--- config.mk ---
export PLATFORM = sky130hd
export DESIGN_NAME = scan_unflatness
export DESIGN_NICKNAME = d
export VERILOG_FILES = /design/src/hdl/sunf_pkg.sv /design/src/hdl/scan_unflatness.sv
export SDC_FILE = /design/constraint.sdc
export NUM_CORES = 2
export LEC_CHECK = 0
export ABC_CLOCK_PERIOD_IN_PS = 10500
export BUFFER_PORTS_ARGS = -buffer_cell sky130_fd_sc_hd__clkbuf_2
export CAP_MARGIN = 30
export CELL_PAD_IN_SITES_DETAIL_PLACEMENT = 0
export CELL_PAD_IN_SITES_GLOBAL_PLACEMENT = 1
export CORE_ASPECT_RATIO = 1.75
export CORE_MARGIN = 5
export CORE_UTILIZATION = 47
export CTS_BUF_LIST = sky130_fd_sc_hd__clkbuf_4 sky130_fd_sc_hd__clkbuf_8
export CTS_CLUSTER_SIZE = 16
export DETAILED_ROUTE_END_ITERATION = 6
export GPL_ROUTABILITY_DRIVEN = 0
export PLACE_DENSITY_LB_ADDON = 0.1
export SLEW_MARGIN = 20
export SYNTH_ARGS = -nofsm -noshare
export SYNTH_HDL_FRONTEND = slang
export SYNTH_SLANG_ARGS = --single-unit
--- constraint.sdc ---
create_clock -name clk -period 10.5 [get_ports clk]
set_clock_uncertainty 0.1 [all_clocks]
set_input_delay 2.1 -clock clk [delete_from_list [all_inputs] [get_ports clk]]
set_output_delay 2.1 -clock clk [all_outputs]
set_load 0.03 [all_outputs]
--- src/hdl/sunf_pkg.sv ---
// Package for the scan unflatness block: request payload types, sequencer
// states, fixed-point constants and the rotation arctangent table.
// Used by hdl/scan_unflatness.sv; depends on nothing else.
package sunf_pkg;

    // Input request: one range sample and its end-of-scan mark
    typedef struct packed {
        logic [15:0] range_sample;
        logic        scan_end;
    } sample_t;

    // Output request: one unflatness value and its end-of-scan mark
    typedef struct packed {
        logic [15:0] unflatness;
        logic        result_last;
    } result_t;

    // Sequencer states
    typedef enum logic [4:0] {
        ST_IDLE,
        ST_GAIN,
        ST_ROT_LOAD,
        ST_ROTATE,
        ST_POINT,
        ST_SQ_X,
        ST_SQ_Y,
        ST_ROOT_LOAD,
        ST_ROOT,
        ST_DIV_X_LOAD,
        ST_DIV_X,
        ST_DIV_Y_LOAD,
        ST_DIV_Y,
        ST_DOT_X,
        ST_DOT_Y,
        ST_DOT_SUM,
        ST_EMIT_A,
        ST_EMIT_B
    } state_t;

    // Register word index of angle_step (byte address 0)
    localparam logic [0:0] RegAngleStep = 1'b0;

    // Quadrant codes taken from the top two angle bits
    localparam logic [1:0] Quad0 = 2'd0;
    localparam logic [1:0] Quad1 = 2'd1;
    localparam logic [1:0] Quad2 = 2'd2;

    // Fixed-point constants
    localparam logic [16:0]        CordicGain = 17'd39797;   // 0.60725 in Q16
    localparam logic signed [27:0] CoordMax   = 28'sd131071;
    localparam logic signed [27:0] CoordMin   = -28'sd131071;
    localparam logic signed [27:0] CoordRound = 28'sd128;
    localparam logic [15:0]        UnitOne    = 16'd16384;   // 1.0 in Q14
    localparam logic [19:0]        UnflatMax  = 20'd32768;   // 2.0 in Q14
    localparam logic signed [33:0] UnflatBias = 34'sd268443648; // 2^28 + half LSB

    // Rotation arctangent table, units of 2*pi / 2^24
    function automatic logic signed [24:0] arc_entry(input logic [3:0] idx);
        logic signed [24:0] val;
        case (idx)
            4'd0:    val = 25'sd2097152;
            4'd1:    val = 25'sd1238021;
            4'd2:    val = 25'sd654136;
            4'd3:    val = 25'sd332050;
            4'd4:    val = 25'sd166669;
            4'd5:    val = 25'sd83416;
            4'd6:    val = 25'sd41718;
            4'd7:    val = 25'sd20860;
            4'd8:    val = 25'sd10430;
            4'd9:    val = 25'sd5215;
            4'd10:   val = 25'sd2608;
            4'd11:   val = 25'sd1304;
            4'd12:   val = 25'sd652;
            4'd13:   val = 25'sd326;
            4'd14:   val = 25'sd163;
            default: val = 25'sd81;
        endcase
        return val;
    endfunction

endpackage

--- src/hdl/scan_unflatness.sv ---
// Scan unflatness block: iterative rotation, square root and division under
// one sequencer, with a two-entry result queue.
// Depends on hdl/sunf_pkg.sv.
//
// Usage
//   sample channel: one range sample per request (sample_valid / sample_stall).
//   result channel: unflatness requests (result_valid / result_stall).
//   APB port: register angle_step at byte address 0, written between scans or
//   while the block is idle.
// Sequencing
//   A sample is taken only while the sequencer is idle and holds the block
//   until its results are queued. The work is the 16-step rotation, the
//   32-step root (one bit a cycle) and two 16-step divisions, run one after
//   the other on the same sequencer. Results trail by one sample; the sample
//   that ends a scan gives two, or one if it is its scan's only sample.
// Reset
//   Clears the phase, point history, angle_step and the result queue.
// Stall
//   Results wait in a two-entry queue; when it is full the sequencer holds
//   in its emit states, so nothing is lost, and sample_stall stays high.
module scan_unflatness (
    input  logic                 clk,
    input  logic                 rst_n,
    // APB configuration port
    input  logic                 psel,
    input  logic                 penable,
    input  logic                 pwrite,
    input  logic [2:0]           paddr,
    input  logic [31:0]          pwdata,
    output logic [31:0]          prdata,
    output logic                 pready,
    // Sample channel
    input  logic                 sample_valid,
    output logic                 sample_stall,
    input  sunf_pkg::sample_t    sample,
    // Result channel
    output logic                 result_valid,
    input  logic                 result_stall,
    output sunf_pkg::result_t    result
);

    // ------------------------------------------------------------------
    // Declarations
    // ------------------------------------------------------------------
    sunf_pkg::state_t state_reg, state_next;

    logic [4:0]  step_reg;
    logic [15:0] angle_step_reg;
    logic [15:0] phase_reg;
    logic [1:0]  points_reg;
    logic signed [17:0] prior_x_reg, prior_y_reg;
    logic signed [15:0] prior_ux_reg, prior_uy_reg;

    // datapath
    logic [15:0] range_reg;
    logic        last_reg;
    logic signed [39:0] prod_reg;
    logic signed [26:0] c_reg, s_reg;
    logic signed [24:0] z_reg;
    logic signed [17:0] px_reg, py_reg;
    logic [37:0] n_reg;
    logic [63:0] m_reg;
    logic [33:0] rt_rem_reg;
    logic [31:0] root_reg;
    logic [31:0] div_rem_reg;
    logic [15:0] div_low_reg;
    logic [15:0] div_q_reg;
    logic        div_neg_reg;
    logic signed [15:0] ux_reg, uy_reg;
    logic signed [31:0] acc_reg;

    // result queue
    sunf_pkg::result_t fifo_mem [2];
    logic       wr_ptr_reg, rd_ptr_reg;
    logic [1:0] count_reg;
    logic       fifo_full;
    logic       pop;

    // sequencer outputs
    logic              accept;
    logic              push_en;
    sunf_pkg::result_t push_data;
    logic              scan_done;
    logic signed [19:0] mul_a, mul_b;
    logic signed [39:0] mul_p;
    logic              div_sel_y;

    // combinational helpers
    logic signed [18:0] dx, dy;
    logic               seg_zero;
    logic [3:0]         rot_idx;
    logic signed [26:0] c_shr, s_shr;
    logic signed [24:0] arc;
    logic signed [27:0] ox, oy, rx, ry;
    logic signed [17:0] px_new, py_new;
    logic [35:0]        rt_in, rt_trial, rt_diff;
    logic               rt_ge;
    logic signed [18:0] div_d, div_mag_full;
    logic [45:0]        div_numer;
    logic [32:0]        div_in, div_diff;
    logic               div_ge;
    logic [15:0]        q_full, q_clamped;
    logic signed [15:0] u_val;
    logic signed [33:0] unflat_v;
    logic [19:0]        unflat_t;
    logic [15:0]        unflat_val;
    logic               wr_cfg;

    // ------------------------------------------------------------------
    // Configuration port
    // ------------------------------------------------------------------
    assign pready = 1'b1;
    assign wr_cfg = psel && penable && pwrite;

    always_comb
    begin
        if (paddr[2:2] == sunf_pkg::RegAngleStep)
            prdata = {16'd0, angle_step_reg};
        else
            prdata = 32'd0;
    end

    // ------------------------------------------------------------------
    // Shared multiplier
    // ------------------------------------------------------------------
    assign mul_p = mul_a * mul_b;

    // ------------------------------------------------------------------
    // Rotation step and point forming
    // ------------------------------------------------------------------
    assign rot_idx = step_reg[3:0];
    assign c_shr   = c_reg >>> rot_idx;
    assign s_shr   = s_reg >>> rot_idx;
    assign arc     = sunf_pkg::arc_entry(rot_idx);

    // quadrant map
    always_comb
    begin
        case (phase_reg[15:14])
            sunf_pkg::Quad0:
            begin
                ox = 28'(c_reg);
                oy = 28'(s_reg);
            end
            sunf_pkg::Quad1:
            begin
                ox = -28'(s_reg);
                oy = 28'(c_reg);
            end
            sunf_pkg::Quad2:
            begin
                ox = -28'(c_reg);
                oy = -28'(s_reg);
            end
            default:
            begin
                ox = 28'(s_reg);
                oy = -28'(c_reg);
            end
        endcase
    end

    assign rx = (ox + sunf_pkg::CoordRound) >>> 8;
    assign ry = (oy + sunf_pkg::CoordRound) >>> 8;

    // clamp to the coordinate range
    always_comb
    begin
        if (rx > sunf_pkg::CoordMax)
            px_new = 18'(sunf_pkg::CoordMax);
        else if (rx < sunf_pkg::CoordMin)
            px_new = 18'(sunf_pkg::CoordMin);
        else
            px_new = 18'(rx);
        if (ry > sunf_pkg::CoordMax)
            py_new = 18'(sunf_pkg::CoordMax);
        else if (ry < sunf_pkg::CoordMin)
            py_new = 18'(sunf_pkg::CoordMin);
        else
            py_new = 18'(ry);
    end

    // segment from the prior point
    assign dx       = 19'(px_reg) - 19'(prior_x_reg);
    assign dy       = 19'(py_reg) - 19'(prior_y_reg);
    assign seg_zero = (dx == 19'sd0) && (dy == 19'sd0);

    // ------------------------------------------------------------------
    // Square root step: one result bit per cycle
    // ------------------------------------------------------------------
    assign rt_in    = {rt_rem_reg, m_reg[63:62]};
    assign rt_trial = {2'b00, root_reg, 2'b01};
    assign rt_ge    = (rt_in >= rt_trial);
    assign rt_diff  = rt_in - rt_trial;

    // ------------------------------------------------------------------
    // Division step: one quotient bit per cycle
    // ------------------------------------------------------------------
    assign div_d        = div_sel_y ? dy : dx;
    assign div_mag_full = div_d[18] ? -div_d : div_d;
    assign div_numer    = {1'b0, div_mag_full[17:0], 27'd0} + {15'd0, root_reg[31:1]};

    assign div_in   = {div_rem_reg, div_low_reg[15]};
    assign div_ge   = (div_in >= {1'b0, root_reg});
    assign div_diff = div_in - {1'b0, root_reg};

    assign q_full    = {div_q_reg[14:0], div_ge};
    assign q_clamped = (q_full > sunf_pkg::UnitOne) ? sunf_pkg::UnitOne : q_full;
    assign u_val     = div_neg_reg ? -signed'(q_clamped) : signed'(q_clamped);

    // ------------------------------------------------------------------
    // Unflatness from the dot product
    // ------------------------------------------------------------------
    assign unflat_v = sunf_pkg::UnflatBias - 34'(acc_reg);
    assign unflat_t = unflat_v[33:14];

    always_comb
    begin
        if (unflat_v[33])
            unflat_val = 16'd0;
        else if (unflat_t > sunf_pkg::UnflatMax)
            unflat_val = 16'(sunf_pkg::UnflatMax);
        else
            unflat_val = unflat_t[15:0];
    end

    // ------------------------------------------------------------------
    // Sequencer: next state
    // ------------------------------------------------------------------
    always_comb
    begin
        state_next = state_reg;
        case (state_reg)
            sunf_pkg::ST_IDLE:
            begin
                if (sample_valid)
                    state_next = sunf_pkg::ST_GAIN;
            end
            sunf_pkg::ST_GAIN:     state_next = sunf_pkg::ST_ROT_LOAD;
            sunf_pkg::ST_ROT_LOAD: state_next = sunf_pkg::ST_ROTATE;
            sunf_pkg::ST_ROTATE:
            begin
                if (step_reg == 5'd15)
                    state_next = sunf_pkg::ST_POINT;
            end
            sunf_pkg::ST_POINT:    state_next = sunf_pkg::ST_SQ_X;
            sunf_pkg::ST_SQ_X:
            begin
                if (points_reg == 2'd0)
                    state_next = sunf_pkg::ST_EMIT_A;
                else if (seg_zero)
                    state_next = (points_reg == 2'd2) ? sunf_pkg::ST_DOT_X
                                                      : sunf_pkg::ST_EMIT_A;
                else
                    state_next = sunf_pkg::ST_SQ_Y;
            end
            sunf_pkg::ST_SQ_Y:     state_next = sunf_pkg::ST_ROOT_LOAD;
            sunf_pkg::ST_ROOT_LOAD: state_next = sunf_pkg::ST_ROOT;
            sunf_pkg::ST_ROOT:
            begin
                if (step_reg == 5'd31)
                    state_next = sunf_pkg::ST_DIV_X_LOAD;
            end
            sunf_pkg::ST_DIV_X_LOAD: state_next = sunf_pkg::ST_DIV_X;
            sunf_pkg::ST_DIV_X:
            begin
                if (step_reg == 5'd15)
                    state_next = sunf_pkg::ST_DIV_Y_LOAD;
            end
            sunf_pkg::ST_DIV_Y_LOAD: state_next = sunf_pkg::ST_DIV_Y;
            sunf_pkg::ST_DIV_Y:
            begin
                if (step_reg == 5'd15)
                    state_next = (points_reg == 2'd2) ? sunf_pkg::ST_DOT_X
                                                      : sunf_pkg::ST_EMIT_A;
            end
            sunf_pkg::ST_DOT_X:   state_next = sunf_pkg::ST_DOT_Y;
            sunf_pkg::ST_DOT_Y:   state_next = sunf_pkg::ST_DOT_SUM;
            sunf_pkg::ST_DOT_SUM: state_next = sunf_pkg::ST_EMIT_A;
            sunf_pkg::ST_EMIT_A:
            begin
                if (!((points_reg != 2'd0) && fifo_full))
                    state_next = sunf_pkg::ST_EMIT_B;
            end
            sunf_pkg::ST_EMIT_B:
            begin
                if (!(last_reg && fifo_full))
                    state_next = sunf_pkg::ST_IDLE;
            end
            default:               state_next = sunf_pkg::ST_IDLE;
        endcase
    end

    // ------------------------------------------------------------------
    // Sequencer: outputs
    // ------------------------------------------------------------------
    always_comb
    begin
        accept       = 1'b0;
        sample_stall = 1'b1;
        push_en      = 1'b0;
        push_data    = '0;
        scan_done    = 1'b0;
        mul_a        = '0;
        mul_b        = '0;
        div_sel_y    = 1'b0;
        case (state_reg)
            sunf_pkg::ST_IDLE:
            begin
                sample_stall = 1'b0;
                accept       = sample_valid;
            end
            sunf_pkg::ST_GAIN:
            begin
                mul_a = signed'({4'd0, range_reg});
                mul_b = signed'({3'd0, sunf_pkg::CordicGain});
            end
            sunf_pkg::ST_SQ_X:
            begin
                mul_a = 20'(dx);
                mul_b = 20'(dx);
            end
            sunf_pkg::ST_SQ_Y:
            begin
                mul_a = 20'(dy);
                mul_b = 20'(dy);
            end
            sunf_pkg::ST_DIV_Y_LOAD:
            begin
                div_sel_y = 1'b1;
            end
            sunf_pkg::ST_DOT_X:
            begin
                mul_a = 20'(prior_ux_reg);
                mul_b = 20'(ux_reg);
            end
            sunf_pkg::ST_DOT_Y:
            begin
                mul_a = 20'(prior_uy_reg);
                mul_b = 20'(uy_reg);
            end
            sunf_pkg::ST_EMIT_A:
            begin
                push_en = (points_reg != 2'd0) && !fifo_full;
                push_data.unflatness  = (points_reg == 2'd1) ? 16'd0 : unflat_val;
                push_data.result_last = 1'b0;
            end
            sunf_pkg::ST_EMIT_B:
            begin
                push_en   = last_reg && !fifo_full;
                scan_done = !(last_reg && fifo_full);
                push_data.unflatness  = 16'd0;
                push_data.result_last = 1'b1;
            end
            default:
            begin
                accept = 1'b0;
            end
        endcase
    end

    // ------------------------------------------------------------------
    // Control state
    // ------------------------------------------------------------------
    always_ff @(posedge clk or negedge rst_n)
    begin
        if (!rst_n)
        begin
            state_reg      <= sunf_pkg::ST_IDLE;
            step_reg       <= '0;
            angle_step_reg <= '0;
            phase_reg      <= '0;
            points_reg     <= '0;
            prior_x_reg    <= '0;
            prior_y_reg    <= '0;
            prior_ux_reg   <= '0;
            prior_uy_reg   <= '0;
        end
        else
        begin
            state_reg <= state_next;

            // iteration counter
            if (state_reg == sunf_pkg::ST_ROT_LOAD || state_reg == sunf_pkg::ST_ROOT_LOAD
                || state_reg == sunf_pkg::ST_DIV_X_LOAD
                || state_reg == sunf_pkg::ST_DIV_Y_LOAD)
                step_reg <= '0;
            else if (state_reg == sunf_pkg::ST_ROTATE || state_reg == sunf_pkg::ST_ROOT
                     || state_reg == sunf_pkg::ST_DIV_X || state_reg == sunf_pkg::ST_DIV_Y)
                step_reg <= step_reg + 5'd1;

            if (wr_cfg && paddr[2:2] == sunf_pkg::RegAngleStep)
                angle_step_reg <= pwdata[15:0];

            // scan history update once the request's results are queued
            if (scan_done)
            begin
                if (last_reg)
                begin
                    phase_reg    <= '0;
                    points_reg   <= '0;
                    prior_x_reg  <= '0;
                    prior_y_reg  <= '0;
                    prior_ux_reg <= '0;
                    prior_uy_reg <= '0;
                end
                else
                begin
                    phase_reg    <= phase_reg + angle_step_reg;
                    prior_x_reg  <= px_reg;
                    prior_y_reg  <= py_reg;
                    prior_ux_reg <= ux_reg;
                    prior_uy_reg <= uy_reg;
                    if (points_reg != 2'd2)
                        points_reg <= points_reg + 2'd1;
                end
            end
        end
    end

    // ------------------------------------------------------------------
    // Datapath registers
    // ------------------------------------------------------------------
    always_ff @(posedge clk)
    begin
        if (accept)
        begin
            range_reg <= sample.range_sample;
            last_reg  <= sample.scan_end;
            ux_reg    <= '0;
            uy_reg    <= '0;
        end

        // multiplier result register
        if (state_reg == sunf_pkg::ST_GAIN || state_reg == sunf_pkg::ST_SQ_X
            || state_reg == sunf_pkg::ST_SQ_Y || state_reg == sunf_pkg::ST_DOT_X
            || state_reg == sunf_pkg::ST_DOT_Y)
            prod_reg <= mul_p;

        case (state_reg)
            sunf_pkg::ST_ROT_LOAD:
            begin
                c_reg <= signed'({3'd0, prod_reg[31:8]});
                s_reg <= '0;
                z_reg <= signed'({3'd0, phase_reg[13:0], 8'd0});
            end
            sunf_pkg::ST_ROTATE:
            begin
                if (!z_reg[24])
                begin
                    c_reg <= c_reg - s_shr;
                    s_reg <= s_reg + c_shr;
                    z_reg <= z_reg - arc;
                end
                else
                begin
                    c_reg <= c_reg + s_shr;
                    s_reg <= s_reg - c_shr;
                    z_reg <= z_reg + arc;
                end
            end
            sunf_pkg::ST_POINT:
            begin
                px_reg <= px_new;
                py_reg <= py_new;
            end
            sunf_pkg::ST_SQ_Y:
            begin
                n_reg <= prod_reg[37:0];
            end
            sunf_pkg::ST_ROOT_LOAD:
            begin
                m_reg      <= {n_reg + prod_reg[37:0], 26'd0};
                rt_rem_reg <= '0;
                root_reg   <= '0;
            end
            sunf_pkg::ST_ROOT:
            begin
                m_reg <= {m_reg[61:0], 2'b00};
                if (rt_ge)
                begin
                    rt_rem_reg <= rt_diff[33:0];
                    root_reg   <= {root_reg[30:0], 1'b1};
                end
                else
                begin
                    rt_rem_reg <= rt_in[33:0];
                    root_reg   <= {root_reg[30:0], 1'b0};
                end
            end
            sunf_pkg::ST_DIV_X_LOAD, sunf_pkg::ST_DIV_Y_LOAD:
            begin
                div_rem_reg <= {2'd0, div_numer[45:16]};
                div_low_reg <= div_numer[15:0];
                div_q_reg   <= '0;
                div_neg_reg <= div_d[18];
            end
            sunf_pkg::ST_DIV_X, sunf_pkg::ST_DIV_Y:
            begin
                div_rem_reg <= div_ge ? div_diff[31:0] : div_in[31:0];
                div_low_reg <= {div_low_reg[14:0], 1'b0};
                div_q_reg   <= q_full;
                if (step_reg == 5'd15)
                begin
                    if (state_reg == sunf_pkg::ST_DIV_X)
                        ux_reg <= u_val;
                    else
                        uy_reg <= u_val;
                end
            end
            sunf_pkg::ST_DOT_Y:
            begin
                acc_reg <= prod_reg[31:0];
            end
            sunf_pkg::ST_DOT_SUM:
            begin
                acc_reg <= acc_reg + prod_reg[31:0];
            end
            default:
            begin
            end
        endcase
    end

    // ------------------------------------------------------------------
    // Result queue, two entries
    // ------------------------------------------------------------------
    assign fifo_full    = (count_reg == 2'd2);
    assign result_valid = (count_reg != 2'd0);
    assign result       = fifo_mem[rd_ptr_reg];
    assign pop          = result_valid && !result_stall;

    always_ff @(posedge clk)
    begin
        if (push_en)
            fifo_mem[wr_ptr_reg] <= push_data;
    end

    always_ff @(posedge clk or negedge rst_n)
    begin
        if (!rst_n)
        begin
            wr_ptr_reg <= 1'b0;
            rd_ptr_reg <= 1'b0;
            count_reg  <= '0;
        end
        else
        begin
            if (push_en)
                wr_ptr_reg <= !wr_ptr_reg;
            if (pop)
                rd_ptr_reg <= !rd_ptr_reg;
            if (push_en && !pop)
                count_reg <= count_reg + 2'd1;
            else if (pop && !push_en)
                count_reg <= count_reg - 2'd1;
        end
    end

endmodule

Yosys cells after proc, flatten, opt, wreduce, memory -nomap -nowiden
Memory sizes are Yosys's and may differ from the RTL's.
Cells that the tools add are included.
{"block": "classes", "n_lt_le_gt_ge": 8, "div": 0, "n_eq_ne": 32, "n_mul": 1, "muxes": 68, "n_bitwise": 1, "shifts": 2, "reduce_logical": 48, "add_sub_neg": 25}
{"op": "two-way mux 16 bit", "n": 17}
{"op": "case mux 20 bit (5 select lines)", "n": 2}
{"op": "case mux 32 bit (2 select lines)", "n": 3}
{"op": "case mux 28 bit (3 select lines)", "n": 2}
{"op": "case mux 64 bit (2 select lines)", "n": 1}
{"op": "case mux 27 bit (2 select lines)", "n": 2}
{"op": "two-way mux 18 bit", "n": 5}
{"op": "case mux 5 bit (18 select lines)", "n": 1}
{"op": "case mux 34 bit (2 select lines)", "n": 1}
{"op": "two-way mux 5 bit", "n": 12}
{"op": "adder 28 x 9 -> 28 bit, second input constant", "n": 2}
{"op": "negation 27 -> 28 bit", "n": 2}
{"op": "adder 27 bit", "n": 2}
{"op": "two-way mux 27 bit", "n": 2}
{"op": ">>> shifter 27 x 4 -> 27 bit", "n": 2}
{"op": "subtractor 27 bit", "n": 2}
{"op": "case mux 25 bit (2 select lines)", "n": 1}
{"op": "adder 45 x 31 -> 46 bit", "n": 1}
{"op": "equality test 5 x 4 -> 1 bit, second input constant", "n": 9}
{"op": "> comparator 20 x 18 -> 1 bit, second input constant", "n": 2}
{"op": "less-than comparator 20 x 18 -> 1 bit, second input constant", "n": 2}
{"op": "adder 38 bit", "n": 1}
{"op": "logical NOT 19 bit", "n": 2}
{"op": "multiplier 20 x 20 -> 38 bit", "n": 1}
{"op": "45 further kinds", "n": 108}
{"block": "totals", "ram_bits": 34, "latch_bits": 0, "output_inout_bits": 52, "register_bits": 582, "mem_count": 2, "romBits": 352}
{"memory": "(name not given)", "words": 16, "word_bits": 22, "read_ports": 1, "rd_ports_with_merged_regs": 0, "wr": 0, "line_no": "sunf_pkg.sv:60", "rtl": "case (idx)"}
{"memory": "fifo_mem", "words": 2, "word_bits": 17, "read_ports": 1, "rd_ports_with_merged_regs": 0, "wr": 1, "line_no": "scan_unflatness.sv:73", "rtl": "sunf_pkg::result_t fifo_mem [2];"}

Logic depth before layout (Yosys ltp)
{"block": "logic_depth", "ltp_word": 8, "mapped_depth": 40, "mapped_depth_nobuf": 38}

Worst setup path after synthesis
OpenSTA, ideal clock, no wires.
{"block": "synth_path", "kind": "reg-to-reg", "from": "reg state_reg[3]", "to": "reg prod_reg[36], data pin", "t_arrival_ns": 9.869, "stages_incl_launch_ff": 34, "path_slack_ns": 0.274, "n_path_buf": 3, "t_required_ns": 10.142, "period_less_slack_ns": 10.226, "cell_sequence": "dfrtp_1 clkbuf_1 nor3_1 nand3_1 inv_1 buf_1 a22oi_1 nand2_1 clkbuf_1 nand2_1 fa_1 inv_1 fa_1 fa_1 fa_1 inv_1 fa_1 fa_1 inv_1 fa_1 ha_1 o21a_1 o21ai_0 nand2b_1 and2_1 o21ai_0 o21bai_1 a21oi_1 a221o_1 o41ai_1 o211a_1 o21ai_0 a21oi_1 xnor2_1"}
{"block": "synth_via", "elab_chain_len": 3, "elab_cells_between_ends": 8}
{"element": "from (decl)", "line_no": "scan_unflatness.sv:45", "rtl": "sunf_pkg::state_t state_reg, state_next;"}
{"element": "from (signal assigned)", "line_no": "scan_unflatness.sv:369", "rtl": "state_reg <= sunf_pkg::ST_IDLE;"}
{"element": "from (signal assigned)", "line_no": "scan_unflatness.sv:381", "rtl": "state_reg <= state_next;"}
{"element": "equality test 5 x 4 -> 1 bit (tied with other cells)", "line_no": "scan_unflatness.sv:307", "rtl": "case (state_reg)"}
{"element": "case mux 20 bit (5 select lines)", "line_no": "scan_unflatness.sv:307"}
{"element": "multiplier 20 x 20 -> 38 bit *", "line_no": "scan_unflatness.sv:126", "rtl": "assign mul_p = mul_a * mul_b;"}
{"element": "via mul_p[36]", "line_no": "scan_unflatness.sv:85", "rtl": "logic signed [39:0] mul_p;"}
{"element": "to (signal assigned)", "line_no": "scan_unflatness.sv:438", "rtl": "prod_reg <= mul_p;"}
{"element": "to (decl)", "line_no": "scan_unflatness.sv:57", "rtl": "logic signed [39:0] prod_reg;"}
Mark *: on every way through the listed nets, which the timed path passes. The rest lies on a longest branch.
A chain may end at the register's enable or synchronous reset.

Worst setup path in the final report
{"block": "layout_path", "from": "reg prior_x_reg[1]", "to": "reg prod_reg[36], data pin"}
{"block": "layout_via", "elab_chain_len": 3, "elab_cells_between_ends": 4}
{"element": "from (decl)", "line_no": "scan_unflatness.sv:51", "rtl": "logic signed [17:0] prior_x_reg, prior_y_reg;"}
{"element": "from (signal assigned)", "line_no": "scan_unflatness.sv:410", "rtl": "prior_x_reg <= px_reg;"}
{"element": "subtractor 18 x 18 -> 19 bit *", "line_no": "scan_unflatness.sv:184", "rtl": "assign dx = 19'(px_reg) - 19'(prior_x_reg);"}
{"element": "case mux 20 bit (5 select lines)", "line_no": "scan_unflatness.sv:307"}
{"element": "multiplier 20 x 20 -> 38 bit *", "line_no": "scan_unflatness.sv:126"}
{"element": "via mul_p[36]", "line_no": "scan_unflatness.sv:85"}
Marks and branches as above.

==> results by group <==
Status
  • Status: completed

Floorplan
  • IO Count: 111
  • Starting Density: 0.472
  • Die Ht: 480 um
  • Die area: 133,000 um2
  • Num rows: 172
  • Core area: 125,000 um2
  • Width of the die: 278 um

STA
  • Period utilisation layout: 0.957
  • Min Clock Period, post-route: 10.05 ns
  • Max Slew Vio Count: 0
  • Setup violators final: 0
  • Least-Margin Pin Slew: 1.02 ns
  • Slew headroom: 0.315
  • Final hold violation count: 0
  • Max Clock Freq: 99.5 MHz

Placement
  • Dpl cells: 8,183
  • Port Buffers: 75
  • DP Wirelength: 152,000 um
  • Placed inst area: 62,300 um2

Clock tree
  • PostCTS Resize Cnt: 0
  • Root Driver: clkbuf_8
  • Clk sink count: 590
  • CTS Buffer Depth: 3
  • Setup Buffers After CTS: 0
  • Num CTS Buffers: 96
  • Reg clk slew, reported paths: 0.09 ns
  • Htree depth: 3
  • CTS tree: done
  • Clock latency on the worst-skew pair: 0.81 ns
  • Hold_buf cts: 0

Finish
  • Non-Filler Instances: 8,371
  • Layout area overhead: 9.01%
  • Layout Nets: 7,484
  • Most frequent cells in the layout: nand2_1, nor2_1, inv_1
  • Most common cell after layout, fill and taps aside: nand2_1
  • Design area: 64,600 um2
  • Layout cells sized above 1: 0.110

Routing
  • Vias/cell: 5.83
  • TritonRoute pass-1 iters: 6
  • Detailed Route WL: 190,000 um
  • Initial DRC count: 2,903
  • Routed via count: 48,800
  • Avg WL per Cell: 22.8 um
  • Antenna-violating nets left: 0
  • DRC: 0

Setup path
  • Critical Path AT: 10.42 ns
  • Critical path type: register to register
  • Max incr delay on CP: 0.63 ns
  • WP buf/inv: 9
  • CP max-delay cell: fa_1
  • Most Frequent Cell on Critical Path: fa_1
  • Crit Path Max Fanout: 3
  • Type of destination of the critical path: register
  • Critical path required time: 10.87 ns
  • Worst Setup Start Kind: register
  • CP top delay family: adder cells

GRT
  • All-Layer GR Usage: 0.279
  • Initial antenna violation count: 7
  • Vias in the first global route: 49,600
  • Largest net degree at the start of global routing: 72
  • Global-route wire length before repair: 290,000 um
  • Grt total ovfl: 0

Yosys
  • Register area share after synthesis: 0.284
  • Cell variety after synth: 109
  • Proportion of synthesized area in mux cells: 0.0504
  • Mapped Cells: 6,528
  • Synth Area in Adders: 0.219
  • Largest family of logic cells by synthesized area: adder cells
  • Netlist Area Pre-Place: 59,200 um2
  • Synthesized area per cell: 9.07 um2
  • Post-Synth XOR/XNOR Area: 0.0615
  • Simple-Gate Fraction of Synth Area: 0.168
  • Synth Flop Type: edfxtp_1
  • Synth Register Bits: 590
  • Compound-Gate Fraction of Synth Area: 0.156
  • EDFF count, synth: 442
  • Fraction of registers with async set/reset: 0.197
  • YS warnings: 0

Pwr
  • Cell Pwr Density: 368 nW/um2
  • Pleak: 27.6 nW
  • Worst-case vdd ir drop: 0.000235 V

Flow run
  • # Max-Cap Violations: 0

Worst hold path
  • Hold Path Class: register to register
cell type report:
type	instances	area [um2]
well taps	1653	2070
repair buffers	294	2110
flip-flops and latches	590	16800
clock buffers	135	1700
multi-input cells	5022	39100
fillers	12000	60900
diodes	4	10.0
clock inverters	45	403
inverters	628	2360
through the flow:
step	TNS [ns]	power, mW	hold WS [ns]	setup WS [ns]	utilization
floorplan	0	16.3	0.333	0.274	-
global placement	0	21.2	0.364	0.341	0.496
detailed placement	0	21.4	0.380	0.285	0.497
CTS	0	23.8	0.388	0.160	0.513
global route	-0.00983	25.8	0.415	-0.00983	0.515
finish	0	23.8	0.383	0.453	0.515
path summary, 6_finish.rpt:
check                               start           endpoint  slack [ns]  cells after the start
min reg2reg                     px_reg[4]     prior_x_reg[4]        0.38                      2
min in group asynchronous           rst_n  angle_step_reg[2]        1.20                      1
max reg2reg                prior_x_reg[1]       prod_reg[36]        0.45                     37
max in group asynchronous           rst_n    prior_x_reg[15]        7.67                      2
min                             px_reg[4]     prior_x_reg[4]        0.38                      2
max                        prior_x_reg[1]       prod_reg[36]        0.45                     37
synthesized netlist by cell type, drive strengths merged, types with 89 or more instances:
cell type / instances / area share
nand2: 732 / 0.047
nor2: 658 / 0.042
inv: 625 / 0.040
edfxtp: 442 / 0.22
o21ai: 428 / 0.037
fa: 405 / 0.14
ha: 388 / 0.082
a21oi: 384 / 0.033
xnor2: 246 / 0.036
clkbuf: 230 / 0.015
xor2: 170 / 0.025
nor3: 125 / 0.011
dfrtp: 116 / 0.049
nand3: 101 / 0.0085
a21o: 89 / 0.011
cells by family after synthesis:
group / Yosys count
flip-flops: 590
buffers and inverters: 931
other: 2
XOR/XNOR: 416
adder cells (fa/ha/maj): 793
multiplexers: 210
AO/OA/AOI/OAI: 1445
AND/OR/NAND/NOR: 2141
where the power goes:
group / switching (mW) / internal (mW) / total, mW
Clock: 1.05 / 1.22 / 2.27
Combinational: 10.4 / 6.74 / 17.1
Sequential: 0.822 / 3.58 / 4.40
routing by layer:
layer / vias to the layer above / track usage / routed length (um)
met1: 23900 / 0.292 / 66300
li1: 23000 / - / -
met2: 1360 / 0.527 / 101000
met4: 4 / 0.178 / 14900
met3: 527 / 0.0329 / 8080
met5: - / 0 / 22
worst register-to-register path: cells and delay by family (launching register included):
kind / cells / cell delay, ns
fa+ha+maj: 9 / 4.18
simple gates: 4 / 1.10
compound gates: 14 / 2.91
buf+inv: 9 / 0.96
flops: 1 / 0.38
xor+xnor: 1 / 0.08
No activity file was read; power rests on OpenSTA's default activity.
